===== src/rtl/sssd_pkg.sv =====
`default_nettype none

package sssd_pkg;

	typedef enum logic [2:0] {
		OP_TICK  = 3'd0,
		OP_ASCII = 3'd1,
		OP_RAW   = 3'd2,
		OP_CLEAR = 3'd3,
		OP_DOTS  = 3'd4
	} op_t;

	typedef enum logic [1:0] {
		ST_OK        = 2'd0,
		ST_BAD_CHAR  = 2'd1,
		ST_BAD_INDEX = 2'd2
	} status_t;

	typedef enum logic [1:0] {
		BLINK_STATIC = 2'd0,
		BLINK_ALL    = 2'd1,
		BLINK_ONE    = 2'd2
	} blink_mode_t;

	// register indexes on the configuration channel
	localparam logic [2:0] REG_NUM_DIGITS     = 3'd0;
	localparam logic [2:0] REG_BLINK_MODE     = 3'd1;
	localparam logic [2:0] REG_BLINK_PERIOD   = 3'd2;
	localparam logic [2:0] REG_BLINK_DIGIT    = 3'd3;
	localparam logic [2:0] REG_COMMON_CATHODE = 3'd4;

	localparam logic [7:0] ASCII_SPACE = 8'h20;
	localparam logic [7:0] ASCII_ZERO  = 8'h30;
	localparam logic [7:0] ASCII_NINE  = 8'h39;
	localparam logic [7:0] DOT_BIT     = 8'h80;
	localparam logic [7:0] SEG_BLANK   = 8'h00;

	// one input word, tuser excluded
	typedef struct packed {
		logic       restart_scan;
		logic [2:0] dot_count;
		logic [7:0] data;
		logic [1:0] digit_index;
	} in_item_t;

	function automatic logic [7:0] digit_seg(input logic [3:0] d);
		logic [7:0] s;
		case (d)
			4'd0: s = 8'h3f;
			4'd1: s = 8'h06;
			4'd2: s = 8'h5b;
			4'd3: s = 8'h4f;
			4'd4: s = 8'h66;
			4'd5: s = 8'h6d;
			4'd6: s = 8'h7d;
			4'd7: s = 8'h07;
			4'd8: s = 8'h7f;
			4'd9: s = 8'h6f;
			default: s = SEG_BLANK;
		endcase
		return s;
	endfunction

endpackage

`default_nettype wire


===== src/rtl/seven_segment_scan_display_core.sv =====
`default_nettype none
// A word accepted on the slave side sits in the input register, and its result word is then
// loaded into the result register on the master side; a master stall holds it in the input register.
// Throughput: one word per cycle; the input register advances whenever the result
// register is empty or being drained, so ready falls only under master stall.
// Reset (arst_n low, asynchronous): digit store blank, scan index, blink counter and
// phase zero, num_digits 4, other configuration registers 0, both pipeline stages empty.
module seven_segment_scan_display_core #(
	parameter int DIGITS = 4
) (
	input  wire logic        clk,
	input  wire logic        arst_n,
	// slave side
	input  wire logic        s_tvalid,
	output logic             s_tready,
	// [1:0] digit_index, [9:2] data, [12:10] dot_count, [13] restart_scan, [15:14] zero
	input  wire logic [15:0] s_tdata,
	// [2:0] opcode
	input  wire logic [2:0]  s_tuser,
	// master side
	output logic             m_tvalid,
	input  wire logic        m_tready,
	// [7:0] segments, [11:8] digit_enables, [13:12] status, [15:14] zero
	output logic [15:0]      m_tdata,
	// [0] drive_valid
	output logic             m_tuser,
	// configuration channel
	input  wire logic        cfg_valid,
	output logic             cfg_ready,
	input  wire logic [2:0]  cfg_index,
	input  wire logic [15:0] cfg_data
);
	import sssd_pkg::*;

	// scan never goes past four digits: the enable port is four wide
	localparam int ScanCap = (DIGITS < 4) ? DIGITS : 4;

	// configuration registers
	logic [2:0]  num_digits_q;
	logic [1:0]  blink_mode_q;
	logic [15:0] blink_period_q;
	logic [1:0]  blink_digit_q;
	logic        common_cathode_q;

	// display state
	logic [7:0]  store_q [DIGITS];
	logic [1:0]  scan_q;
	logic [15:0] blink_cnt_q;
	logic        phase_q;

	// input stage
	logic        valid_s1;
	in_item_t    item_s1;
	logic [2:0]  op_s1;

	// result register
	logic        m_tvalid_q;
	logic [7:0]  seg_q;
	logic [3:0]  en_q;
	logic        drive_q;
	logic [1:0]  status_q;

	logic        advance;
	logic        cfg_wr;

	// next-state and result logic
	logic [2:0]  used_n;
	logic [1:0]  sidx;
	logic [7:0]  rd_seg;
	logic        dark;
	logic [7:0]  seg_d;
	logic [3:0]  en_d;
	logic        drive_d;
	logic [1:0]  status_d;
	logic [7:0]  store_d [DIGITS];
	logic [1:0]  scan_d;
	logic [15:0] blink_cnt_d;
	logic        phase_d;
	logic [15:0] cnt_inc;
	logic        idx_bad;
	logic        is_num;
	logic [7:0]  ascii_seg;
	logic [3:0]  dot_end;
	logic        blinking;

	assign cfg_ready = 1'b1;
	assign cfg_wr    = cfg_valid;

	assign advance  = valid_s1 && (!m_tvalid_q || m_tready);
	assign s_tready = !valid_s1 || advance;

	always_comb begin
		// used digit count, clamped to [1, ScanCap]
		used_n = num_digits_q;
		if (used_n == 3'd0)
			used_n = 3'd1;
		if (used_n > 3'(ScanCap))
			used_n = 3'(ScanCap);

		// a scan index left stale by a shrunken count restarts at digit zero
		sidx = ({1'b0, scan_q} >= used_n) ? 2'd0 : scan_q;

		rd_seg = SEG_BLANK;
		for (int i = 0; i < DIGITS; i++) begin
			if (3'(i) == {1'b0, sidx})
				rd_seg = store_q[i];
		end

		blinking = (blink_mode_q == BLINK_ALL) || (blink_mode_q == BLINK_ONE);
		dark = phase_q && ((blink_mode_q == BLINK_ALL) ||
			((blink_mode_q == BLINK_ONE) && (sidx == blink_digit_q)));

		idx_bad   = {1'b0, item_s1.digit_index} >= used_n;
		is_num    = (item_s1.data >= ASCII_ZERO) && (item_s1.data <= ASCII_NINE);
		ascii_seg = digit_seg(4'(item_s1.data - ASCII_ZERO));
		dot_end   = 4'(item_s1.digit_index) + 4'(item_s1.dot_count);
		cnt_inc   = blink_cnt_q + 16'd1;

		seg_d       = 8'h00;
		en_d        = 4'h0;
		drive_d     = 1'b0;
		status_d    = ST_OK;
		scan_d      = scan_q;
		blink_cnt_d = blink_cnt_q;
		phase_d     = phase_q;
		for (int i = 0; i < DIGITS; i++)
			store_d[i] = store_q[i];

		case (op_s1)
			OP_TICK: begin
				seg_d   = dark ? SEG_BLANK : rd_seg;
				en_d    = 4'b0001 << sidx;
				if (common_cathode_q) begin
					seg_d = ~seg_d;
					en_d  = ~en_d;
				end
				drive_d = 1'b1;
				scan_d  = ({1'b0, sidx} + 3'd1 >= used_n) ? 2'd0 : sidx + 2'd1;
				if (blinking) begin
					if (cnt_inc >= blink_period_q) begin
						blink_cnt_d = 16'd0;
						phase_d     = !phase_q;
					end else begin
						blink_cnt_d = cnt_inc;
					end
				end
			end
			OP_ASCII: begin
				if (idx_bad)
					status_d = ST_BAD_INDEX;
				else if (!is_num && item_s1.data != ASCII_SPACE)
					status_d = ST_BAD_CHAR;
				else begin
					for (int i = 0; i < DIGITS; i++) begin
						if (3'(i) == {1'b0, item_s1.digit_index})
							store_d[i] = is_num ? ascii_seg : SEG_BLANK;
					end
				end
				if (item_s1.restart_scan)
					scan_d = 2'd0;
			end
			OP_RAW: begin
				if (idx_bad)
					status_d = ST_BAD_INDEX;
				else begin
					for (int i = 0; i < DIGITS; i++) begin
						if (3'(i) == {1'b0, item_s1.digit_index})
							store_d[i] = item_s1.data;
					end
				end
				if (item_s1.restart_scan)
					scan_d = 2'd0;
			end
			OP_CLEAR: begin
				for (int i = 0; i < DIGITS; i++)
					store_d[i] = SEG_BLANK;
				if (item_s1.restart_scan)
					scan_d = 2'd0;
			end
			OP_DOTS: begin
				if (idx_bad)
					status_d = ST_BAD_INDEX;
				else begin
					// dot range clipped at the used count
					for (int i = 0; i < DIGITS; i++) begin
						if (4'(i) >= 4'(item_s1.digit_index) && 4'(i) < dot_end &&
							3'(i) < used_n)
							store_d[i] = store_q[i] | DOT_BIT;
					end
				end
				if (item_s1.restart_scan)
					scan_d = 2'd0;
			end
			default: begin
			end
		endcase
	end

	// input register
	always_ff @(posedge clk or negedge arst_n) begin
		if (!arst_n) begin
			valid_s1 <= 1'b0;
		end else if (s_tready) begin
			valid_s1 <= s_tvalid;
		end
	end

	always_ff @(posedge clk) begin
		if (s_tvalid && s_tready) begin
			item_s1 <= in_item_t'(s_tdata[13:0]);
			op_s1   <= s_tuser;
		end
	end

	// state and configuration; the user must write configuration only while idle, the block does not enforce it
	always_ff @(posedge clk or negedge arst_n) begin
		if (!arst_n) begin
			for (int i = 0; i < DIGITS; i++)
				store_q[i] <= SEG_BLANK;
			scan_q           <= 2'd0;
			blink_cnt_q      <= 16'd0;
			phase_q          <= 1'b0;
			num_digits_q     <= 3'd4;
			blink_mode_q     <= BLINK_STATIC;
			blink_period_q   <= 16'd0;
			blink_digit_q    <= 2'd0;
			common_cathode_q <= 1'b0;
		end else begin
			if (advance) begin
				for (int i = 0; i < DIGITS; i++)
					store_q[i] <= store_d[i];
				scan_q      <= scan_d;
				blink_cnt_q <= blink_cnt_d;
				phase_q     <= phase_d;
			end
			if (cfg_wr) begin
				case (cfg_index)
					REG_NUM_DIGITS: num_digits_q <= cfg_data[2:0];
					REG_BLINK_MODE: begin
						blink_mode_q <= cfg_data[1:0];
						blink_cnt_q  <= 16'd0;
						if (cfg_data[1:0] == BLINK_STATIC)
							phase_q <= 1'b0;
					end
					REG_BLINK_PERIOD: begin
						blink_period_q <= cfg_data;
						blink_cnt_q    <= 16'd0;
					end
					REG_BLINK_DIGIT:    blink_digit_q <= cfg_data[1:0];
					REG_COMMON_CATHODE: common_cathode_q <= cfg_data[0];
					default: begin
					end
				endcase
			end
		end
	end

	// result register
	always_ff @(posedge clk or negedge arst_n) begin
		if (!arst_n) begin
			m_tvalid_q <= 1'b0;
		end else if (advance) begin
			m_tvalid_q <= 1'b1;
		end else if (m_tready) begin
			m_tvalid_q <= 1'b0;
		end
	end

	always_ff @(posedge clk) begin
		if (advance) begin
			seg_q    <= seg_d;
			en_q     <= en_d;
			drive_q  <= drive_d;
			status_q <= status_d;
		end
	end

	assign m_tvalid = m_tvalid_q;
	assign m_tdata  = {2'b00, status_q, en_q, seg_q};
	assign m_tuser  = drive_q;

	// a word leaving the input stage lands in the result register
	a_advance_fills: assert property (@(posedge clk) disable iff (!arst_n)
		advance |=> m_tvalid_q)
		else $error("result register not loaded after advance");

	// the blink counter stays below the period or is zero
	a_blink_cnt: assert property (@(posedge clk) disable iff (!arst_n)
		(blink_cnt_q < blink_period_q) || (blink_cnt_q == 16'd0))
		else $error("blink counter past period");

	// a drive word in active-high polarity selects exactly one digit
	a_drive_onehot: assert property (@(posedge clk) disable iff (!arst_n)
		(m_tvalid_q && drive_q && !common_cathode_q) |-> $onehot(en_q))
		else $error("digit enable not one-hot");

	// a drive word never carries an error status
	a_drive_status: assert property (@(posedge clk) disable iff (!arst_n)
		(m_tvalid_q && drive_q) |-> (status_q == ST_OK))
		else $error("error status on drive word");

	// non-drive words leave the display ports dark
	a_write_dark: assert property (@(posedge clk) disable iff (!arst_n)
		(m_tvalid_q && !drive_q) |-> (seg_q == 8'h00 && en_q == 4'h0))
		else $error("write word carries display data");

endmodule

`default_nettype wire


===== config.mk =====
export PLATFORM = sky130hd
export DESIGN_NAME = seven_segment_scan_display_core
export DESIGN_NICKNAME = d
export VERILOG_FILES = /design/src/rtl/sssd_pkg.sv /design/src/rtl/seven_segment_scan_display_core.sv
export SDC_FILE = /design/constraint.sdc
export NUM_CORES = 1
export LEC_CHECK = 0
export BUFFER_PORTS_ARGS = -buffer_cell sky130_fd_sc_hd__buf_2
export CORE_UTILIZATION = 40
export DETAILED_ROUTE_END_ITERATION = 8
export PLACE_DENSITY = 0.58
export SYNTH_ARGS = -nofsm -noshare
export SYNTH_HDL_FRONTEND = slang
export SYNTH_SLANG_ARGS = --single-unit

===== constraint.sdc =====
create_clock -name clk -period 5.2 [get_ports clk]
set_input_delay 0.52 -clock clk [delete_from_list [all_inputs] [get_ports clk]]
set_output_delay 0.52 -clock clk [all_outputs]
set_load 0.1 [all_outputs]

Word-level counts from Yosys, hierarchy flattened
Memory sizes are Yosys's and may differ from the RTL's.
Index checks and enable logic that the tools add are counted.
{"block": "op_classes", "bitwise_logic": 3, "shifts": 1, "n_reduce_logical": 48, "eq_ne": 35, "n_addsub": 5, "n_mux": 51, "order_cmp": 18}
{"cell": "8-bit two-way mux", "count": 19}
{"cell": "32-bit two-way mux", "count": 4}
{"cell": "32-bit case mux with 4 select lines", "count": 1}
{"cell": "16-bit two-way mux", "count": 6}
{"cell": "9-bit AND reduction", "count": 4}
{"cell": "2-bit inequality test, second input constant", "count": 16}
{"cell": "8-bit AND reduction", "count": 4}
{"cell": "16-bit by 1-bit adder with 16-bit output, second input constant", "count": 1}
{"cell": "16-bit greater-or-equal comparator", "count": 1}
{"cell": "1-bit logical AND", "count": 13}
{"cell": "3-bit by 2-bit equality test with 1-bit output, second input constant", "count": 4}
{"cell": "1-bit two-way mux", "count": 11}
{"cell": "2-bit two-way mux", "count": 5}
{"cell": "2-bit AND reduction", "count": 5}
{"cell": "3-bit logical NOT", "count": 3}
{"cell": "2-bit equality test, first input constant", "count": 4}
{"cell": "8-bit by 6-bit greater-or-equal comparator with 1-bit output, second input constant", "count": 1}
{"cell": "8-bit by 6-bit <= comparator with 1-bit output, second input constant", "count": 1}
{"cell": "1-bit by 4-bit less-than comparator with 1-bit output, first input constant", "count": 2}
{"cell": "2-bit by 4-bit less-than comparator with 1-bit output, first input constant", "count": 2}
{"cell": "8-bit by 6-bit inequality test with 1-bit output, second input constant", "count": 1}
{"cell": "8-bit NOT", "count": 1}
{"cell": "2-bit case mux with 2 select lines", "count": 2}
{"cell": "3-bit by 1-bit equality test with 1-bit output, second input constant", "count": 2}
{"cell": "other kinds (31)", "count": 48}
{"block": "totals", "word_cells": 189, "output_inout_bits": 20, "memories": 1, "inputBits": 43, "regBits": 109, "romBits": 112}
{"memory": "(name not given)", "words": 16, "word_bits": 7, "read_ports": 1, "rd_clocked_by_memory_dff": 0, "wr": 0, "line": "sssd_pkg.sv:48", "source": "case (d)"}

Depth between registers and ports, before layout
Gate-level depths: netlist of the first run.
{"block": "logic_depth", "word_depth": 14, "ltp_mapped": 14, "ltp_nobuf": 12}

Least setup slack after synthesis of the first run
Ideal clock, no wire load.
{"block": "synth_path", "kind": "register -> register", "from": "register m_tvalid_q, in the netlist m_tvalid", "to": "register, netlist name ascii_seg[4]", "period_less_slack_ns": 3.673, "path_buffers": 0, "arrival_time_ns": 3.557, "setup_ns": 0.117, "required_time_ns": 5.083, "path_stages_with_launch": 7, "path_slack_ns": 1.527, "path_cell_list": "dfrtp_1 > nand3b_1 > nand2_1 > mux2i_1 > inv_1 > ha_1 > a22o_1"}
{"element": "start: declaration", "line": "seven_segment_scan_display_core.sv:57", "source": "logic m_tvalid_q;"}
{"element": "start signal: assignment", "line": "seven_segment_scan_display_core.sv:261", "source": "m_tvalid_q <= 1'b0;"}
{"element": "start signal: assignment", "line": "seven_segment_scan_display_core.sv:263", "source": "m_tvalid_q <= 1'b1;"}
{"element": "start signal: assignment", "line": "seven_segment_scan_display_core.sv:265", "source": "m_tvalid_q <= 1'b0;"}

Worst setup path after layout of the first run
{"block": "layout_path", "from": "register blink_cnt_q[0]", "to": "register blink_cnt_q[3]"}
{"block": "layout_between", "elab_chain_len": 8}
{"element": "start: declaration", "line": "seven_segment_scan_display_core.sv:48", "source": "logic [15:0] blink_cnt_q;"}
{"element": "start signal: assignment", "line": "seven_segment_scan_display_core.sv:233", "source": "blink_cnt_q <= blink_cnt_d;"}
{"element": "16-bit by 1-bit adder with 16-bit output (*)", "line": "seven_segment_scan_display_core.sv:117", "source": "cnt_inc = blink_cnt_q + 16'd1;"}
{"element": "16-bit greater-or-equal comparator", "line": "seven_segment_scan_display_core.sv:140", "source": "if (cnt_inc >= blink_period_q) begin"}
{"element": "16-bit two-way mux (*)", "line": "seven_segment_scan_display_core.sv:140"}
{"element": "16-bit two-way mux (*)", "line": "seven_segment_scan_display_core.sv:139", "source": "if (blinking) begin"}
{"element": "16-bit two-way mux (*)", "line": "seven_segment_scan_display_core.sv:129", "source": "case (op_s1)"}
{"element": "16-bit two-way mux (*)", "line": "seven_segment_scan_display_core.sv:229", "source": "if (advance) begin"}
{"element": "16-bit two-way mux", "line": "seven_segment_scan_display_core.sv:237", "source": "case (cfg_index)"}
{"element": "16-bit two-way mux (*)", "line": "seven_segment_scan_display_core.sv:236", "source": "if (cfg_wr) begin"}
Every way passes the cells marked *; elsewhere a longest branch is shown, timed or not.
A chain may end at the register's enable or synchronous reset.

==> results of run 1 <==
logic make-up after synthesis:
kind of cell    Yosys count
flops                   116
simple gates            205
buf+inv                  73
mux                      43
xor+xnor                 16
other cells               2
compound gates          140
fa+ha+maj                40
layout by cell type, fill, tap and decap left out, types with 4 or more instances in the layout:
master,count
dfrtp_1,76
nand2_1,61
buf_2,57
inv_1,53
o21ai_0,42
ha_1,38
mux2_2,36
edfxtp_1,32
a21oi_1,22
nor3_1,22
nor2_1,21
clkbuf_16,18
nand3_1,16
nand2b_1,15
o211ai_1,14
xnor2_1,12
nand4_1,10
and2_1,10
a22o_1,9
nand3b_1,8
o22ai_1,8
a221oi_1,8
o21ba_2,7
dfxtp_1,7
mux2i_1,6
nand4b_1,6
nor2b_1,5
a31oi_1,5
and3_1,5
nor3b_1,5
xor2_1,4
nand3_2,4
bufinv_16,4
final timing paths:
path | startpoint | end | slack, ps | cells after the start
worst max-delay path | blink_cnt_q[0] | blink_cnt_q[3] | 1260 | 12
worst min-delay path | s_tdata[12] | item_s1[12] | 290 | 1
worst max register to register | blink_cnt_q[0] | blink_cnt_q[3] | 1260 | 12
worst min register to register | store_q[5] | store_q[5] | 500 | 1
max in group asynchronous | arst_n | blink_digit_q[1] | 4200 | 2
min in group asynchronous | arst_n | blink_period_q[5] | 360 | 2
stage by stage:
stage | total power, mW | cells | worst slack [ps] | instance area [sq um] | hold slack [ps]
after floorplan | 1.56 | 636 | 1530 | 6600 | 224
after global placement | 1.69 | 892 | 1370 | 7080 | 484
after detailed placement | 1.71 | 892 | 1290 | 7080 | 488
after CTS | 2.98 | 924 | 1270 | 7730 | 263
after global routing | 3.11 | 924 | 945 | 7730 | 261
final | 2.96 | 924 | 1260 | 7730 | 285
routing by layer:
layer  global-route usage (%)  routed length, um  vias to the layer above
met2                     27.9               6350                      135
met3                     3.87                679                       22
met1                     26.9               7340                     2405
met4                     7.17                273                        0
li1                         -                  -                     2432
met5                        0                  0                        -
final cells by class:
cell class,instances,area [sq um]
Clock buffer,22,485
Clock inverter,10,169
Fill cell,1519,8270
Inverter,53,199
Multi-Input combinational cell,447,3270
Sequential cell,116,3030
Tap cell,216,270
Timing Repair Buffer,60,308
power by group:
group | total [mW] | switching, mW | internal [mW]
Combinational | 0.572 | 0.374 | 0.198
Sequential | 1.12 | 0.0627 | 1.06
Clock | 1.26 | 0.406 | 0.858
Total | 2.96 | 0.844 | 2.11
sequential cells by signal, summed over array words and instances, names as in the netlist, 3 cells and up:
| register | cells |
|---|---|
| store_q | 32 |
| blink_cnt_q | 16 |
| blink_period_q | 16 |
| item_s1 | 14 |
| seg_q | 8 |
| ascii_seg | 7 |
| en_q | 4 |
| num_digits_q | 3 |
| op_s1 | 3 |
critical path: cells and delay by family (launching register included):
kind,cells,cell delay [ps]
AO/OA/AOI/OAI,2,1010
adder cells (fa/ha/maj),2,480
flip-flops,1,420
AND/OR/NAND/NOR,8,1900
==> flow_metrics.py, run 1 <==
metrics = {
    "outcome": {
        "status": "complete, no violations",
    },
    "grt": {
        "grt_pass1_wl_um": 24300,
        "grt_usage_pct": 18.8,
        "grt_pass1_vias": 4770,
        "grt_start_max_net_pins": 78,
        "antenna_found_initial": 0,
        "grt-ovfl-total": 0,
    },
    "drt": {
        "ant_nets": 0,
        "drt-pass1-iter-count": 5,
        "drt_iter0_drc": 275,
        "wirelength_um": 14600,
        "drc_errors": 0,
        "detail_route.wl_per_cell_um": 15.9,
        "vias_per_cell": 5.40,
        "num_vias": 4994,
    },
    "timing": {
        "fmax_mhz": 254,
        "skew_ps": 8.16,
        "rsz0062_at_grt": "no",
        "setup_tns_ps": 0,
        "slew-limit-headroom_pct": 33.8,
        "period_share_pct": 75.7,
        "worst_pin_slew_ps": 993,
        "setup_viol": 0,
        "period_needed_ps": 3940,
        "hold_viol": 0,
        "drv_slew": 0,
    },
    "cts": {
        "postCtsHoldBufs": 0,
        "cts_root_buf": "clkbuf_16",
        "cts_tree": "built",
        "cts.sinks": 116,
        "insertion_delay_ps": 410,
        "post_cts_buffers": 0,
        "clkSlewWorstSetupHoldPaths_ps": 50,
        "cts_resized": 0,
        "clockBufferDepth": 2,
        "h-tree-depth": 4,
        "cts_buffers": 17,
    },
    "cells_and_area": {
        "antenna_cells": 0,
        "syn_to_final_growth_pct": 17.2,
        "final_util_pct": 48.3,
        "drive_gt1_share_pct": 21.9,
        "fin_nets": 777,
    },
    "yosys": {
        "yosysWarnings": 0,
        "yosys.area_share.xor_xnor_pct": 2.12,
        "synth_async_sr_flop_share_pct": 66.4,
        "synth_area_sq_mm": 0.00660,
        "synth.distinct_cells": 74,
        "synthSimpleGateAreaFrac_pct": 17.2,
        "synth_top_area_cell": "dfrtp_1",
        "synthDominantCellAreaShare_pct": 28.8,
        "synth_common_cells": "dfrtp_1, nand2_1, inv_1",
        "syn_area_per_cell_sq_um": 10.4,
        "synth-adder-area-share_pct": 7.66,
        "synth-seq-area-share_pct": 45.9,
        "synth_most_common_cell": "dfrtp_1",
        "netlist_instances": 635,
        "synth_edf_count": 32,
        "muxShareOfSynthArea_pct": 7.27,
        "ys_ff_latch": 116,
        "synth_compound_gate_area_share_pct": 14.9,
        "yosys-top-cells-area": "dfrtp_1, edfxtp_1, ha_1",
        "synth_top_family_by_area": "simple AND/OR/NAND/NOR gates",
        "ys.flop_type": "dfrtp_1",
    },
    "placed_design": {
        "io_buffers": 57,
        "dp_hpwl_um": 11000,
        "gp_congestion": 0.851,
    },
    "flow_run": {
        "cap_viol_max_count": 0,
    },
    "floorplanning": {
        "design.die.area_sq_mm": 0.0170,
        "ios": 63,
        "row_count": 46,
        "dieHeight_um": 130,
        "die_x_um": 130,
        "initial_core_util_pct": 41.2,
        "core_sq_mm": 0.0160,
    },
    "power_and_ir_drop": {
        "p_leak_nw": 3.37,
        "ir_drop_mv": 0.267,
        "powerDensity_mw_per_mm2": 382,
    },
    "setup_path": {
        "critPathArrivalTime_ps": 4250,
        "critPathSlowestCell": "a32oi_2",
        "critical_path_class": "register to register",
        "cpPeakStageDelay_ps": 750,
        "critPathRequiredTime_ps": 5510,
        "worstSetupEndpointType": "register",
        "crit_chain": "ha_1 > nand3_1 > nor4_1 > nand3_1 > or2_2 > nand2_1 > ha_1 > nand4_1 > nor3_1 > a32oi_2 > nand3_4 > o31ai_2",
        "cp_max_fo": 17,
        "startpoint_type": "register",
    },
    "min_path": {
        "hold_path.class": "input port to register",
    },
}
Note: power is estimated with default switching activity, not from simulation.
==> run 2: changes to the inputs <==
Settings changed: ABC_AREA set to 1.
Clock period 5.2 ns to 3.9 ns, I/O delays scaled along.
==> run 2 against run 1 <==
Compared with the run above: sequential power grew 46%; largest cell class is now flip-flops and latches; non-clock buffer count shrank 2; synthesized cell count grew 23%; worst hold slack lost 150 ps; critical endpoint is now seg_q[3]; combinational power grew to 2.5 times the previous value; maximum frequency grew 18%; critical path type unchanged; setup slack lost 700 ps.
==> flow_metrics.py, run 2 <==
metrics = {
    "outcome": {
        "status": "complete, no violations",
    },
    "setup_path": {
        "reg2reg_slack_ps": 570,
        "worstReg2RegStart": "num_digits_q[2]",
        "critical_path_class": "register to register",
        "cp_max_fo": 10,
        "critPathArrivalTime_ps": 3500,
        "worstSetupEndpointType": "register",
        "reg2reg_depth": 14,
        "startpoint_type": "register",
        "critPathRequiredTime_ps": 4070,
        "crit_start": "num_digits_q[2]",
        "regToRegEndpoint": "seg_q[3]",
    },
    "placed_design": {
        "dp_hpwl_um": 10200,
        "io_buffers": 57,
        "post-place-ws_ps": 609,
        "gp_congestion": 0.831,
    },
    "floorplanning": {
        "core_sq_mm": 0.0158,
        "row_count": 46,
        "initial_core_util_pct": 41.0,
        "dieHeight_um": 129,
        "die_x_um": 129,
        "design.die.area_sq_mm": 0.0167,
        "ios": 63,
    },
    "timing": {
        "slew-limit-headroom_pct": 34.5,
        "period_share_pct": 85.5,
        "rsz0062_at_grt": "no",
        "setup_tns_ps": 0,
        "drv_slew": 0,
        "worst_pin_slew_ps": 982,
        "hold_viol": 0,
        "skew_ps": 6.71,
        "fin_ws_ps": 567,
        "period_needed_ps": 3330,
        "setup_viol": 0,
        "fmax_mhz": 300,
    },
    "cts": {
        "postCtsHoldBufs": 0,
        "clkSlewWorstSetupHoldPaths_ps": 60,
        "cts_resized": 0,
        "cts_buffers": 17,
        "cts.sinks": 116,
        "insertion_delay_ps": 410,
        "clockBufferDepth": 2,
        "post_cts_buffers": 0,
        "cts_tree": "built",
        "h-tree-depth": 4,
        "cts_root_buf": "clkbuf_16",
    },
    "cells_and_area": {
        "largestRegisters": "store_q (32), blink_cnt_q (16), blink_period_q (16)",
        "mostFrequentLayoutCell": "nand2_1",
        "regMostFlops": "store_q",
        "drive_gt1_share_pct": 14.5,
        "antenna_cells": 0,
        "mostFrequentLayoutCells": "nand2_1, inv_1, dfrtp_1",
        "syn_to_final_growth_pct": 15.7,
        "fin_nets": 924,
        "final_util_pct": 47.4,
        "largest_register_ffs": 32,
    },
    "yosys": {
        "yosysWarnings": 0,
        "synth_async_sr_flop_share_pct": 66.4,
        "ys.flop_type": "dfrtp_1",
        "synth_most_common_cell": "nand2_1",
        "ys_ff_latch": 116,
        "netlist_instances": 781,
        "synth_top_area_cell": "dfrtp_1",
        "synth_edf_count": 32,
        "synth-seq-area-share_pct": 46.7,
        "synth_area_sq_mm": 0.00648,
        "synth.distinct_cells": 44,
        "yosys-top-cells-area": "dfrtp_1, edfxtp_1, nand2_1",
        "synthDominantCellAreaShare_pct": 29.3,
        "synth_common_cells": "nand2_1, inv_1, dfrtp_1",
        "syn_area_per_cell_sq_um": 8.30,
    },
    "min_path": {
        "hold_path.class": "input port to asynchronous set/reset pin",
    },
    "grt": {
        "grt_pass1_vias": 4737,
        "antenna_found_initial": 0,
        "grt_usage_pct": 18.0,
        "grt-ovfl-total": 0,
        "grt_pass1_wl_um": 23100,
        "grt_start_max_net_pins": 78,
    },
    "power_and_ir_drop": {
        "powerDensity_mw_per_mm2": 601,
        "p_leak_nw": 3.64,
        "power_mw": 4.51,
        "ir_drop_mv": 0.343,
    },
    "drt": {
        "vias_per_cell": 4.69,
        "ant_nets": 0,
        "drc_errors": 0,
        "drt_iter0_drc": 215,
        "detail_route.wl_per_cell_um": 12.6,
        "num_vias": 5028,
        "wirelength_um": 13500,
        "drt-pass1-iter-count": 4,
    },
    "flow_run": {
        "cap_viol_max_count": 0,
    },
}
run 2: changes by cell type after synthesis, moves of 8 or more:
cell and delta:
nand2_1 +105, inv_1 +70, nor2_1 +42, mux2_2 -36
o21ai_0 +29, a21oi_1 +24, nand2b_1 -15, o21ai_1 +15
nor3_1 -14, nand3_1 +12, and2_1 -10, a22o_1 -9
a221oi_1 -8
run 2: cell type report:
type / count / area (sq um)
flip-flops and latches: 116 / 3030
clock buffers: 20 / 489
fillers: 1612 / 8320
well taps: 216 / 270
repair buffers: 58 / 295
clock inverters: 12 / 75.1
inverters: 132 / 498
multi-input cells: 517 / 2850
run 2: layer usage:
metal,vias up,part of all wire [%],GRT usage (%)
li1,2659,-,-
met5,-,0,0
met1,2266,54,26.2
met4,0,1.1,5.19
met3,12,3.7,4.62
met2,91,41,26.2
run 2: worst max-delay path, cell delays in order, from the launching register on:
cell	delay (ps)
dfstp_2	560
inv_2	80
nand2_1	120
ha_1	260
nand3_1	120
nand4_1	200
inv_1	200
ha_1	240
clkinv_1	280
nand2_1	310
o221ai_1	140
o211ai_1	130
o21ai_0	180
a21oi_1	190
nor2_1	60
run 2: worst max-delay path by stage:
stage / end / slack [ps] / cells after the start
detailed placement: seg_q[4] / 610 / 14
finish: seg_q[3] / 570 / 14
CTS: seg_q[3] / 590 / 14
global placement: seg_q[3] / 630 / 14
global route: seg_q[4] / 300 / 14
floorplan: ascii_seg[6] / 250 / 10
run 2: cell families (layout without fill, tap and decap cells):
kind of cell | count (synthesis) | after routing | share of synthesized area (%)
and+or+nand+nor | 302 | 302 | 20.6
AOI/OAI and AO/OA | 161 | 161 | 13.8
buffers and inverters | 149 | 222 | 9.42
DFF | 116 | 116 | 46.7
adders and majority gates | 39 | 39 | 7.64
xor gates and xnor gates | 12 | 12 | 1.62
other | 2 | 3 | 0.116
run 2: power breakdown:
part	internal, mW	total [mW]	leakage [nW]	switching, mW
registers	1.49	1.63	1.35	0.141
logic	0.464	1.43	2.01	0.961
clock network	0.897	1.46	0.282	0.559
run 2: metrics by stage:
step           instances  area (sq um)  hold WS (ps)
6_report            1071          7500           140
4_1_cts             1071          7500           133
3_3_place_gp        1039          6940           466
3_5_place_dp        1039          6940           479
2_1_floorplan        782          6490          94.4
5_1_grt             1071          7500           128
